==> config.mk <==
export PLATFORM = sky130hd
export DESIGN_NAME = radix_digit_emitter_flat
export DESIGN_NICKNAME = d
export VERILOG_FILES = /design/src/hw/rtl/rde_pkg.sv /design/src/hw/rtl/rde_if.sv /design/src/hw/rtl/radix_digit_emitter.sv /design/src/hw/rtl/rde_front.sv /design/src/hw/rtl/rde_queue.sv /design/src/hw/rtl/rde_back.sv /design/src/flat_wrapper.sv
export SDC_FILE = /design/constraint.sdc
export NUM_CORES = 2
export LEC_CHECK = 0
export BUFFER_PORTS_ARGS = -buffer_cell sky130_fd_sc_hd__buf_2
export CAP_MARGIN = 30
export CELL_PAD_IN_SITES_DETAIL_PLACEMENT = 1
export CELL_PAD_IN_SITES_GLOBAL_PLACEMENT = 1
export CORE_ASPECT_RATIO = 0.6
export CORE_MARGIN = 4
export CORE_UTILIZATION = 40
export DETAILED_ROUTE_END_ITERATION = 8
export PLACE_DENSITY = 0.62
export SYNTH_ARGS = -nofsm -noshare
export SYNTH_HDL_FRONTEND = slang
export SYNTH_SLANG_ARGS = --single-unit
==> constraint.sdc <==
create_clock -name clock -period 37.3 [get_ports clock]
set_input_delay 9.325 -clock clock [delete_from_list [all_inputs] [get_ports clock]]
set_output_delay 9.325 -clock clock [all_outputs]
set_load 0.01 [all_outputs]
==> src/hw/rtl/rde_pkg.sv <==
package rde_pkg;

   localparam int unsigned VALUE_W     = 32;
   localparam int unsigned CHAR_W      = 8;
   localparam int unsigned MAP_DEPTH   = 256;
   localparam int unsigned MAX_DIGITS  = 32;
   localparam int unsigned DIGIT_IDX_W = 5;
   localparam int unsigned DIGIT_CNT_W = 6;
   localparam int unsigned DIV_BITS    = 8;
   localparam int unsigned DIV_CYCLES  = VALUE_W / DIV_BITS;
   localparam int unsigned DIV_STEP_W  = 2;

   localparam logic [CHAR_W-1:0] CHAR_PLUS  = 8'h2B;
   localparam logic [CHAR_W-1:0] CHAR_MINUS = 8'h2D;
   localparam logic [CHAR_W-1:0] CHAR_NUL   = 8'h00;

   typedef enum logic [1:0] {
      OP_CLEAR   = 2'd0,
      OP_APPEND  = 2'd1,
      OP_CONVERT = 2'd2
   } op_type;

   typedef enum logic [2:0] {
      BK_IDLE,
      BK_DIV,
      BK_SIGN,
      BK_READ,
      BK_SEND
   } back_state_type;

endpackage

==> src/hw/rtl/rde_if.sv <==
interface rde_req_if;
   logic               valid;
   logic               ready;
   logic [1:0]         opcode;
   logic [7:0]         symbol;
   logic signed [31:0] value;

   modport source (output valid, output opcode, output symbol, output value, input ready);
   modport sink   (input valid, input opcode, input symbol, input value, output ready);
endinterface

interface rde_rsp_if;
   logic       valid;
   logic       ready;
   logic [7:0] character;
   logic       last;

   modport source (output valid, output character, output last, input ready);
   modport sink   (input valid, input character, input last, output ready);
endinterface

==> src/hw/rtl/radix_digit_emitter.sv <==
// Clear and append items wait while a conversion is queued or running.
// Convert: the 8-bit-per-cycle divider produces the digits, then each character is a table
// read followed by an output load, which waits for the output register to be free.
// Up to two convert items queue behind the one being worked; one output register decouples rsp.
// Synchronous active-high reset empties the alphabet and the queue; no clearing pass.
module radix_digit_emitter #(
   parameter int unsigned MAX_SYMBOLS = 64
) (
   input  logic        clock,
   input  logic        reset,
   rde_req_if.sink     req_chan,
   rde_rsp_if.source   rsp_chan
);

   localparam int unsigned LEN_W = $clog2(MAX_SYMBOLS + 1);
   localparam int unsigned IDX_W = $clog2(MAX_SYMBOLS);
   localparam int unsigned JOB_W = 1 + rde_pkg::VALUE_W + LEN_W;

   logic                       back_busy;
   logic                       q_full;
   logic                       q_valid;
   logic                       q_push;
   logic                       q_pop;
   logic [JOB_W-1:0]           q_push_data;
   logic [JOB_W-1:0]           q_pop_data;
   logic                       mem_we;
   logic [IDX_W-1:0]           mem_addr;
   logic [rde_pkg::CHAR_W-1:0] mem_data;

   rde_front #(
      .MAX_SYMBOLS (MAX_SYMBOLS)
   ) u_front (
      .clock     (clock),
      .reset     (reset),
      .req_chan  (req_chan),
      .back_busy (back_busy),
      .q_full    (q_full),
      .q_empty   (!q_valid),
      .q_push    (q_push),
      .q_data    (q_push_data),
      .mem_we    (mem_we),
      .mem_addr  (mem_addr),
      .mem_data  (mem_data)
   );

   rde_queue #(
      .WIDTH (JOB_W)
   ) u_queue (
      .clock     (clock),
      .reset     (reset),
      .push      (q_push),
      .push_data (q_push_data),
      .full      (q_full),
      .pop       (q_pop),
      .valid     (q_valid),
      .pop_data  (q_pop_data)
   );

   rde_back #(
      .MAX_SYMBOLS (MAX_SYMBOLS)
   ) u_back (
      .clock    (clock),
      .reset    (reset),
      .q_valid  (q_valid),
      .q_data   (q_pop_data),
      .q_pop    (q_pop),
      .mem_we   (mem_we),
      .mem_addr (mem_addr),
      .mem_data (mem_data),
      .busy     (back_busy),
      .rsp_chan (rsp_chan)
   );

   // table must not change under a running conversion
   a_no_write_while_busy: assert property (@(posedge clock) disable iff (reset)
      mem_we |-> (!back_busy && !q_valid))
      else $error("symbol table written during conversion");

   a_no_queue_overflow: assert property (@(posedge clock) disable iff (reset)
      q_push |-> !q_full)
      else $error("job queue overflow");

   // digits come from a valid alphabet, so a minus is never final and no byte is zero
   a_minus_not_last: assert property (@(posedge clock) disable iff (reset)
      (rsp_chan.valid && (rsp_chan.character == rde_pkg::CHAR_MINUS)) |-> !rsp_chan.last)
      else $error("minus sign marked last");

   a_no_nul_char: assert property (@(posedge clock) disable iff (reset)
      rsp_chan.valid |-> (rsp_chan.character != rde_pkg::CHAR_NUL))
      else $error("zero byte emitted");

endmodule

==> src/hw/rtl/rde_front.sv <==
module rde_front #(
   parameter int unsigned MAX_SYMBOLS = 64,
   localparam int unsigned LEN_W = $clog2(MAX_SYMBOLS + 1),
   localparam int unsigned IDX_W = $clog2(MAX_SYMBOLS),
   localparam int unsigned JOB_W = 1 + rde_pkg::VALUE_W + LEN_W
) (
   input  logic                          clock,
   input  logic                          reset,
   rde_req_if.sink                       req_chan,
   input  logic                          back_busy,
   input  logic                          q_full,
   input  logic                          q_empty,
   output logic                          q_push,
   output logic [JOB_W-1:0]              q_data,
   output logic                          mem_we,
   output logic [IDX_W-1:0]              mem_addr,
   output logic [rde_pkg::CHAR_W-1:0]    mem_data
);

   logic [LEN_W-1:0]              len_ff, len_in;
   logic                          bad_ff, bad_in;
   logic [rde_pkg::MAP_DEPTH-1:0] seen_ff, seen_in;

   rde_pkg::op_type               op;
   logic                          ready;
   logic                          accept;
   logic                          forbidden;
   logic [rde_pkg::VALUE_W-1:0]   raw;
   logic [rde_pkg::VALUE_W-1:0]   mag;

   assign op  = rde_pkg::op_type'(req_chan.opcode);
   assign raw = req_chan.value;
   assign mag = raw[rde_pkg::VALUE_W-1] ? (~raw + 32'd1) : raw;

   // alphabet edits wait until no conversion is queued or in progress
   always_comb begin
      unique case (op)
         rde_pkg::OP_CONVERT: ready = !q_full;
         rde_pkg::OP_CLEAR,
         rde_pkg::OP_APPEND:  ready = !back_busy && q_empty;
         default:             ready = 1'b1;
      endcase
   end

   assign req_chan.ready = ready;
   assign accept         = req_chan.valid && ready;

   assign forbidden = (req_chan.symbol == rde_pkg::CHAR_NUL) ||
                      (req_chan.symbol == rde_pkg::CHAR_PLUS) ||
                      (req_chan.symbol == rde_pkg::CHAR_MINUS);

   assign q_data   = {raw[rde_pkg::VALUE_W-1], mag, len_ff};
   assign mem_addr = len_ff[IDX_W-1:0];
   assign mem_data = req_chan.symbol;

   always_comb begin
      len_in  = len_ff;
      bad_in  = bad_ff;
      seen_in = seen_ff;
      mem_we  = 1'b0;
      q_push  = 1'b0;
      if (accept) begin
         unique case (op)
            rde_pkg::OP_CLEAR: begin
               seen_in = '0;
               len_in  = '0;
               bad_in  = 1'b0;
            end
            rde_pkg::OP_APPEND: begin
               if (forbidden || seen_ff[req_chan.symbol]) begin
                  bad_in = 1'b1;
               end
               seen_in[req_chan.symbol] = 1'b1;
               if (len_ff == LEN_W'(MAX_SYMBOLS)) begin
                  bad_in = 1'b1;
               end else begin
                  mem_we = 1'b1;
                  len_in = LEN_W'(len_ff + 1'b1);
               end
            end
            rde_pkg::OP_CONVERT: begin
               // invalid alphabet or fewer than two symbols: item dropped, nothing emitted
               q_push = !bad_ff && (len_ff >= LEN_W'(2));
            end
            default: begin
            end
         endcase
      end
   end

   always_ff @(posedge clock) begin
      if (reset) begin
         len_ff  <= '0;
         bad_ff  <= 1'b0;
         seen_ff <= '0;
      end else begin
         len_ff  <= len_in;
         bad_ff  <= bad_in;
         seen_ff <= seen_in;
      end
   end

endmodule

==> src/hw/rtl/rde_queue.sv <==
module rde_queue #(
   parameter int unsigned WIDTH = 8
) (
   input  logic             clock,
   input  logic             reset,
   input  logic             push,
   input  logic [WIDTH-1:0] push_data,
   output logic             full,
   input  logic             pop,
   output logic             valid,
   output logic [WIDTH-1:0] pop_data
);

   logic [WIDTH-1:0] ent_ff [2];
   logic             wr_ptr_ff, wr_ptr_in;
   logic             rd_ptr_ff, rd_ptr_in;
   logic [1:0]       count_ff, count_in;

   assign full     = (count_ff == 2'd2);
   assign valid    = (count_ff != 2'd0);
   assign pop_data = ent_ff[rd_ptr_ff];

   always_comb begin
      wr_ptr_in = push ? !wr_ptr_ff : wr_ptr_ff;
      rd_ptr_in = pop  ? !rd_ptr_ff : rd_ptr_ff;
      count_in  = count_ff;
      if (push && !pop) begin
         count_in = count_ff + 2'd1;
      end else if (pop && !push) begin
         count_in = count_ff - 2'd1;
      end
   end

   always_ff @(posedge clock) begin
      if (reset) begin
         wr_ptr_ff <= 1'b0;
         rd_ptr_ff <= 1'b0;
         count_ff  <= 2'd0;
      end else begin
         wr_ptr_ff <= wr_ptr_in;
         rd_ptr_ff <= rd_ptr_in;
         count_ff  <= count_in;
      end
   end

   always_ff @(posedge clock) begin
      if (push) begin
         ent_ff[wr_ptr_ff] <= push_data;
      end
   end

endmodule

==> src/hw/rtl/rde_back.sv <==
module rde_back #(
   parameter int unsigned MAX_SYMBOLS = 64,
   localparam int unsigned LEN_W = $clog2(MAX_SYMBOLS + 1),
   localparam int unsigned IDX_W = $clog2(MAX_SYMBOLS),
   localparam int unsigned JOB_W = 1 + rde_pkg::VALUE_W + LEN_W
) (
   input  logic                          clock,
   input  logic                          reset,
   input  logic                          q_valid,
   input  logic [JOB_W-1:0]              q_data,
   output logic                          q_pop,
   input  logic                          mem_we,
   input  logic [IDX_W-1:0]              mem_addr,
   input  logic [rde_pkg::CHAR_W-1:0]    mem_data,
   output logic                          busy,
   rde_rsp_if.source                     rsp_chan
);

   localparam int unsigned T_W = IDX_W + 1;
   localparam int unsigned VW  = rde_pkg::VALUE_W;
   localparam int unsigned CW  = rde_pkg::CHAR_W;
   localparam int unsigned DBW = rde_pkg::DIV_BITS;
   localparam int unsigned SW  = rde_pkg::DIV_STEP_W;
   localparam int unsigned NW  = rde_pkg::DIGIT_CNT_W;
   localparam int unsigned NIW = rde_pkg::DIGIT_IDX_W;

   rde_pkg::back_state_type state_ff, state_in;

   logic [VW-1:0]    mag_ff, mag_in;
   logic [LEN_W-1:0] base_ff, base_in;
   logic             neg_ff, neg_in;
   logic [IDX_W-1:0] rem_ff, rem_in;
   logic [SW-1:0]    step_ff, step_in;
   logic [NW-1:0]    ndig_ff, ndig_in;
   logic [IDX_W-1:0] stack_ff [rde_pkg::MAX_DIGITS];
   logic [CW-1:0]    rd_data_ff;
   logic [CW-1:0]    char_ff, char_in;
   logic             last_ff, last_in;
   logic             out_valid_ff, out_valid_in;

   logic [CW-1:0]    symbol_mem [MAX_SYMBOLS];

   logic [IDX_W-1:0] div_rem;
   logic [DBW-1:0]   div_q;
   logic [VW-1:0]    mag_shift;
   logic [NW-1:0]    ndig_dec;
   logic [IDX_W-1:0] rd_addr;

   logic out_free;
   logic div_last;
   logic div_done;
   logic load_sign;
   logic load_digit;
   logic mem_rd;

   // restoring division of the magnitude by the base, DIV_BITS quotient bits a cycle;
   // the quotient shifts in at the bottom so mag_ff holds it once the last step of a pass is done
   always_comb begin : div_slice
      logic [T_W-1:0]   part;
      logic [IDX_W-1:0] r;
      r     = rem_ff;
      div_q = '0;
      for (int i = 0; i < DBW; i++) begin
         part = {r, mag_ff[VW-1-i]};
         if (part >= T_W'(base_ff)) begin
            r                = IDX_W'(part - T_W'(base_ff));
            div_q[DBW-1-i]   = 1'b1;
         end else begin
            r = part[IDX_W-1:0];
         end
      end
      div_rem = r;
   end

   assign mag_shift = {mag_ff[VW-DBW-1:0], div_q};
   assign ndig_dec  = NW'(ndig_ff - 1'b1);
   assign rd_addr   = stack_ff[ndig_dec[NIW-1:0]];
   assign out_free  = !out_valid_ff || rsp_chan.ready;

   // control outputs
   always_comb begin
      q_pop      = (state_ff == rde_pkg::BK_IDLE) && q_valid;
      div_last   = (state_ff == rde_pkg::BK_DIV) &&
                   (step_ff == SW'(rde_pkg::DIV_CYCLES - 1));
      div_done   = div_last && ((mag_shift == '0) ||
                   (ndig_ff == NW'(rde_pkg::MAX_DIGITS - 1)));
      load_sign  = (state_ff == rde_pkg::BK_SIGN) && out_free;
      load_digit = (state_ff == rde_pkg::BK_SEND) && out_free;
      mem_rd     = (state_ff == rde_pkg::BK_READ);
      busy       = (state_ff != rde_pkg::BK_IDLE);
   end

   // next state
   always_comb begin
      state_in = state_ff;
      unique case (state_ff)
         rde_pkg::BK_IDLE: begin
            if (q_valid) begin
               state_in = rde_pkg::BK_DIV;
            end
         end
         rde_pkg::BK_DIV: begin
            if (div_done) begin
               state_in = neg_ff ? rde_pkg::BK_SIGN : rde_pkg::BK_READ;
            end
         end
         rde_pkg::BK_SIGN: begin
            if (out_free) begin
               state_in = rde_pkg::BK_READ;
            end
         end
         rde_pkg::BK_READ: begin
            state_in = rde_pkg::BK_SEND;
         end
         rde_pkg::BK_SEND: begin
            if (out_free) begin
               state_in = (ndig_ff == NW'(1)) ? rde_pkg::BK_IDLE : rde_pkg::BK_READ;
            end
         end
         default: begin
            state_in = rde_pkg::BK_IDLE;
         end
      endcase
   end

   // datapath
   always_comb begin
      mag_in  = mag_ff;
      base_in = base_ff;
      neg_in  = neg_ff;
      rem_in  = rem_ff;
      step_in = step_ff;
      ndig_in = ndig_ff;
      if (q_pop) begin
         neg_in  = q_data[JOB_W-1];
         mag_in  = q_data[LEN_W +: VW];
         base_in = q_data[LEN_W-1:0];
         rem_in  = '0;
         step_in = '0;
         ndig_in = '0;
      end else if (state_ff == rde_pkg::BK_DIV) begin
         mag_in  = mag_shift;
         rem_in  = div_rem;
         step_in = SW'(step_ff + 1'b1);
         if (div_last) begin
            rem_in  = '0;
            step_in = '0;
            ndig_in = NW'(ndig_ff + 1'b1);
         end
      end else if (load_digit) begin
         ndig_in = ndig_dec;
      end

      char_in = char_ff;
      last_in = last_ff;
      if (load_sign) begin
         char_in = rde_pkg::CHAR_MINUS;
         last_in = 1'b0;
      end else if (load_digit) begin
         char_in = rd_data_ff;
         last_in = (ndig_ff == NW'(1));
      end

      if (load_sign || load_digit) begin
         out_valid_in = 1'b1;
      end else if (rsp_chan.ready) begin
         out_valid_in = 1'b0;
      end else begin
         out_valid_in = out_valid_ff;
      end
   end

   always_ff @(posedge clock) begin
      if (reset) begin
         state_ff     <= rde_pkg::BK_IDLE;
         step_ff      <= '0;
         ndig_ff      <= '0;
         out_valid_ff <= 1'b0;
      end else begin
         state_ff     <= state_in;
         step_ff      <= step_in;
         ndig_ff      <= ndig_in;
         out_valid_ff <= out_valid_in;
      end
   end

   always_ff @(posedge clock) begin
      mag_ff  <= mag_in;
      base_ff <= base_in;
      neg_ff  <= neg_in;
      rem_ff  <= rem_in;
      char_ff <= char_in;
      last_ff <= last_in;
      if (div_last) begin
         stack_ff[ndig_ff[NIW-1:0]] <= div_rem;
      end
   end

   always_ff @(posedge clock) begin
      if (mem_we) begin
         symbol_mem[mem_addr] <= mem_data;
      end
      if (mem_rd) begin
         rd_data_ff <= symbol_mem[rd_addr];
      end
   end

   assign rsp_chan.valid     = out_valid_ff;
   assign rsp_chan.character = char_ff;
   assign rsp_chan.last      = last_ff;

endmodule

==> src/flat_wrapper.sv <==
// flat-port wrapper written by rule: the top's interface ports become plain ports
module radix_digit_emitter_flat 
#(
   parameter int unsigned MAX_SYMBOLS = 64
)
  (clock, reset, req_chan_valid, req_chan_opcode, req_chan_symbol, req_chan_value, req_chan_ready, rsp_chan_valid, rsp_chan_character, rsp_chan_last, rsp_chan_ready);
  rde_req_if req_chan_i ();
  rde_rsp_if rsp_chan_i ();
  input  logic clock;
  input  logic reset;
  input wire logic [$bits(req_chan_i.valid)-1:0] req_chan_valid;
  input wire logic [$bits(req_chan_i.opcode)-1:0] req_chan_opcode;
  input wire logic [$bits(req_chan_i.symbol)-1:0] req_chan_symbol;
  input wire logic [$bits(req_chan_i.value)-1:0] req_chan_value;
  output wire logic [$bits(req_chan_i.ready)-1:0] req_chan_ready;
  output wire logic [$bits(rsp_chan_i.valid)-1:0] rsp_chan_valid;
  output wire logic [$bits(rsp_chan_i.character)-1:0] rsp_chan_character;
  output wire logic [$bits(rsp_chan_i.last)-1:0] rsp_chan_last;
  input wire logic [$bits(rsp_chan_i.ready)-1:0] rsp_chan_ready;
  assign req_chan_i.valid = req_chan_valid;
  assign req_chan_i.opcode = req_chan_opcode;
  assign req_chan_i.symbol = req_chan_symbol;
  assign req_chan_i.value = req_chan_value;
  assign req_chan_ready = req_chan_i.ready;
  assign rsp_chan_valid = rsp_chan_i.valid;
  assign rsp_chan_character = rsp_chan_i.character;
  assign rsp_chan_last = rsp_chan_i.last;
  assign rsp_chan_i.ready = rsp_chan_ready;
  radix_digit_emitter #(.MAX_SYMBOLS(MAX_SYMBOLS)) u_core (.clock(clock), .reset(reset), .req_chan(req_chan_i), .rsp_chan(rsp_chan_i));
endmodule
**Yosys cells after proc, flatten, opt, wreduce, memory -nomap -nowiden**

Memory sizes are Yosys's and may differ from the RTL's. A register that Yosys moved wholly into a read port is not among the register bits.
Index checks and enable logic that the tools add are counted.

- Equal/unequal tests: 20
- Reductions and logical operators: 44
- Muxes and demuxes: 59
- Bitwise logic cells: 2
- Add/sub/neg operators: 15
- Order comparisons: 11

Operators by type and width:

| kind | number |
|---|---|
| 256-bit one-hot mux with 2 select lines | 1 |
| 256-bit OR | 1 |
| 32-bit 2-to-1 mux | 3 |
| 6-bit 2-to-1 mux | 12 |
| 7-bit greater-or-equal comparator | 8 |
| 6-bit subtractor | 8 |
| 32-bit by 1-bit adder with 32-bit output, second input constant | 1 |
| 32-bit zero test | 1 |
| 32-bit NOT | 1 |
| 1-bit 2-to-1 mux | 28 |
| 8-bit by 6-bit == test with 1-bit output, second input constant | 2 |
| 3-bit one-hot mux with 5 select lines | 1 |
| 7-bit one-hot mux with 2 select lines | 1 |
| 3-bit 2-to-1 mux | 4 |
| 2-bit nonzero test | 6 |
| 1-bit logical AND | 11 |
| 2-bit inequality test, second input constant | 5 |
| 1-bit zero test | 9 |
| 8-bit by 9-bit < comparator with 1-bit output, second input constant | 1 |
| 1-bit binary-select mux with 8-bit select | 1 |
| 1-bit demux with 8-bit select | 1 |
| 8-bit by 1-bit greater-or-equal comparator with 1-bit output, second input constant | 1 |
| 8-bit zero test | 1 |
| 2-bit 2-to-1 mux | 4 |
| 26 further kinds | 39 |

- Output and inout bits: 11
- Register bits: 335
- Memories kept: 3
- Memory bits (writable): 784
- Input bits: 46

Memories:

| name | words | width | rd ports | clocked after Yosys merged registers in | write ports | RTL line | source |
|---|---|---|---|---|---|---|---|
| u_core.u_back.symbol_mem | 64 | 8 | 1 | 1 | 1 | rde_back.sv:41 | `logic [CW-1:0] symbol_mem [MAX_SYMBOLS];` |
| u_core.u_back.stack_ff | 32 | 6 | 1 | 0 | 1 | rde_back.sv:35 | `logic [IDX_W-1:0] stack_ff [rde_pkg::MAX_DIGITS];` |
| u_core.u_queue.ent_ff | 2 | 40 | 1 | 1 | 1 | rde_queue.sv:14 | `logic [WIDTH-1:0] ent_ff [2];` |

**Depth between registers and ports, before layout**

- Depth after elaboration: 21
- Depth in mapped cells: 78
- Mapped depth without buffers: 72

**By module**

Synthesis repeated with hierarchy kept, for this count alone.

- Cell total of the unflattened synthesis: 3680
- Area, all modules: 48497.8 um^2

By module, submodules not included:

| module | area an instance (um^2) | times used | cells each | seq. area each (um^2) |
|---|---|---|---|---|
| rde_back | 34031.4 | 1 | 2250 | 23122.2 |
| rde_front | 11379.7 | 1 | 1283 | 5285.1 |
| rde_queue | 3083.0 | 1 | 146 | 2502.4 |
| radix_digit_emitter | 3.8 | 1 | 1 | 0.0 |

**Worst setup path after synthesis**

Ideal clock, no wire load.

- Kind: input to output
- Start point: in req_chan_opcode[1]
- End point: out req_chan_ready
- Arrival: 9.680 ns
- Slack: 18.295 ns
- Data required time: 27.975 ns
- Stages: 2
- Buffers on the path: 0
- Cells stage by stage: a21oi_1 o21ai_0

- Cells in the longest elaborated chain, start to end: 3

RTL lines:

| what | RTL line | source |
|---|---|---|
| start, declared | flat_wrapper.sv:12 | `input wire logic [$bits(req_chan_i.opcode)-1:0] req_chan_opcode;` |
| 2-bit by 1-bit == test with 1-bit output / 2-bit zero test (equally long branches) | rde_front.sv:37 | `unique case (op)` |
| 2-bit OR reduction | rde_front.sv:37 |  |
| 1-bit one-hot mux with 2 select lines * | rde_front.sv:37 |  |
| end, declared | flat_wrapper.sv:15 | `output wire logic [$bits(req_chan_i.ready)-1:0] req_chan_ready;` |

Every way passes the cells marked *; elsewhere a longest branch is shown, timed or not.

**Worst setup path after layout**

Ends and elaborated chain as after synthesis.

==> key figures <==
Worst setup path
  – Crit path arrival time: ~10 ns
  – Critical path class: in -> out
  – Reg-to-reg slack, setup: between 15 and 20 ns
  – Crit start category: input pin
  – Critical path launch point: req_chan_opcode[1]
  – CP Max Fanout: 7
  – Critical path capture point type: output port
  – FF-to-FF Start: u_core.u_back.base_ff[1]
  – Required time of the critical path: about 28 ns

STA
  – Final setup violation count: 0
  – Clk_skew: roughly 0.045 ns
  – Measured slew at the worst slew-check pin: roughly 1.1 ns
  – Relative max-transition margin: ~26%
  – Final hold viol count: 0
  – Period utilisation layout: between 50 and 60%
  – TNS Setup: 0 ns
  – FMAX: 51.9 MHz
  – Fin crit period: 19.29 ns
  – Final slew viol count: 0
  – RSZ-0062 raised after global routing: no

Clock tree
  – Max clock buf depth: 3
  – CTS tree: done
  – Hold Buf Count CTS: 0
  – Worst-path clk slew: approximately 0.06 ns
  – Post-CTS setup buffers: 0
  – CTS resizes: 0
  – Worst skew pair latency: 0.73 ns
  – Htree depth: 3
  – Num Clock Sinks: ~1100
  – Root Buffer Master: clkbuf_16
  – CTS buffer count: around 110

Synthesis
  – Number of enable flip-flop cells after synthesis: 832
  – Syn_area_per_cell: between 10 and 15 µm²
  – Ys async rst share: 0%
  – Number of synthesis warnings: 0
  – Syn Nets: around 3700
  – Post-synthesis sequential area ratio: about 64%
  – Syn Std Cell Area: between 40000 and 50000 µm²
  – Post-synthesis cell type count: 67
  – Top_reg_cell synth: edfxtp_1
  – Synth Instances: between 3000 and 4000
  – Yosys reg bits: around 1100

Run status
  – Status: complete, no violations

Die
  – DIE WIDTH: approximately 460 µm
  – Row cnt: about 100
  – Die Y: 276 µm
  – Initial core utilization: 40.3%
  – CORE AREA: 119000 µm²
  – Die area: roughly 130000 µm²
  – IO Pins: 57

Route
  – WL per Instance: 25.4 µm
  – Via count: a little under 30000
  – Final wirelength: 134000 µm
  – DRT Pass-1 Iters: 5
  – DR vias/cell: approximately 5.6
  – Initial drt markers: slightly above 3000
  – Antenna Nets Post-Route: 0
  – DRC viols: 0

Job
  – Maxcap violations: 0

Global routing
  – Initial antenna violation count: 6
  – All-layer global routing usage: between 20% and 30%
  – Largest net degree at the start of global routing: ~160
  – Grt total ovfl: 0
  – First-pass GRT wire length: roughly 200000 µm
  – Vias in the first global route: 29200

Cells and area
  – Nets@finish: about 3700
  – Share of cells above drive strength 1: 15.3%
  – Layout area overhead: 11.9%

Placement
  – Final weighted congestion in routability-driven placement: between 0.7 and 0.8
  – DP HPWL: 87800 µm
  – IO buf count: 56

Min path
  – HP Class: reg -> reg
  – Min-Delay Startpoint: u_core.u_back.rsp_chan.character[1]
## routing by layer
layer	wire (µm)	part of all wire, %	GRT usage [%]	up-vias
li1	-	-	-	13400
met1	70400	53	34.9	15100
met2	52400	39	27.2	781
met3	8910	6.7	4.35	123
met4	2130	1.6	3.93	2
met5	13	0.0097	0	-
## worst paths after layout
check                                                            to  cells after the start
worst max register to register        u_core.u_back.stack_ff[20][1]                     66
worst min register to register  u_core.u_back.rsp_chan.character[1]                      2
worst max-delay path                                 req_chan_ready                      4
worst min-delay path            u_core.u_back.rsp_chan.character[1]                      2
## final cells by class
type	count	area, µm²
clock inverter	57	492
tap	1600	2000
multi-input combinational	2131	16100
sequential	1128	30900
inverter	63	236
fill	12100	65400
antenna	4	10.0
timing repair buffer	137	1070
clock buffer	146	2960
## cells in the final DEF, fill, tap and decap left out, types with 49 or more instances in the layout
| master | instances |
|---|---|
| a21oi_1 | 344 |
| buf_2 | 49 |
| buf_4 | 74 |
| clkbuf_16 | 107 |
| dfxtp_1 | 294 |
| edfxtp_1 | 832 |
| ha_1 | 66 |
| inv_1 | 63 |
| mux2_2 | 73 |
| mux2i_1 | 235 |
| mux4_2 | 128 |
| nand2_1 | 173 |
| nor2_1 | 439 |
| o21ai_0 | 135 |
| xnor2_1 | 49 |
## flip-flops by register name, indices dropped and copies added, names as in the netlist, 2 cells and up, named ones only
register,count
u_core.u_back.base_ff,7
u_core.u_front.seen_ff,256
u_core.u_front.len_ff,7
u_core.u_back.symbol_mem,512
u_core.u_back.step_ff,2
u_core.u_queue.ent_ff,80
u_core.u_back.rem_ff,6
u_core.u_queue.count_ff,2
u_core.u_back.ndig_ff,6
u_core.u_back.rd_data_ff,8
u_core.u_back.stack_ff,192
u_core.u_back.state_ff,3
u_core.u_back.mag_ff,32
u_core.u_back.rsp_chan.character,8
## cells by family (layout without fill, tap and decap cells)
group | Yosys count | count (layout) | synth area share, %
AOI/OAI and AO/OA | 678 | 678 | 8.17
xor gates and xnor gates | 68 | 68 | 1.28
adders and majority gates | 75 | 75 | 2.08
buffers and inverters | 281 | 403 | 2.60
DFF | 1128 | 1128 | 64.3
muxes | 469 | 469 | 13.9
other | 0 | 4 | 0
and+or+nand+nor | 841 | 841 | 7.67
## worst max-delay path, stage by stage
cell,delay (ns)
buf_2,0.16
a21oi_1,0.06
o21ai_0,0.24
buf_2,0.18
## stage by stage
stage / setup slack (ns) / std cells / utilization, % / hold WS [ns] / area (µm²)
6_report: 18.01 / 5266 / 45.1 / 0.453 / 53800
5_1_grt: 17.23 / 5263 / 45.1 / 0.484 / 53700
4_1_cts: 18.00 / 5260 / 45.1 / 0.456 / 53700
3_5_place_dp: 18.01 / 5057 / 42.2 / 0.447 / 50300
3_3_place_gp: 18.02 / 5040 / 42.0 / 0.441 / 50000
2_1_floorplan: 18.30 / 3540 / - / 0.424 / 48100
## cell usage after synthesis, types with 40 or more instances
cell type | instances | area, µm²
edfxtp_1 | 832 | 25000
nor2_1 | 440 | 1650
a21oi_1 | 345 | 1730
dfxtp_1 | 296 | 5930
mux2i_1 | 236 | 2360
nand2_1 | 173 | 649
clkbuf_1 | 139 | 522
o21ai_0 | 135 | 676
mux4_2 | 128 | 2880
mux2_2 | 73 | 822
ha_1 | 67 | 838
inv_1 | 63 | 236
xnor2_1 | 50 | 438
buf_2 | 45 | 225
nor2b_1 | 44 | 275
nor3_1 | 40 | 200
Power is left out: the tool's default activity adds up to more than one toggle a clock period on the data nets, which glitch-free logic cannot reach.
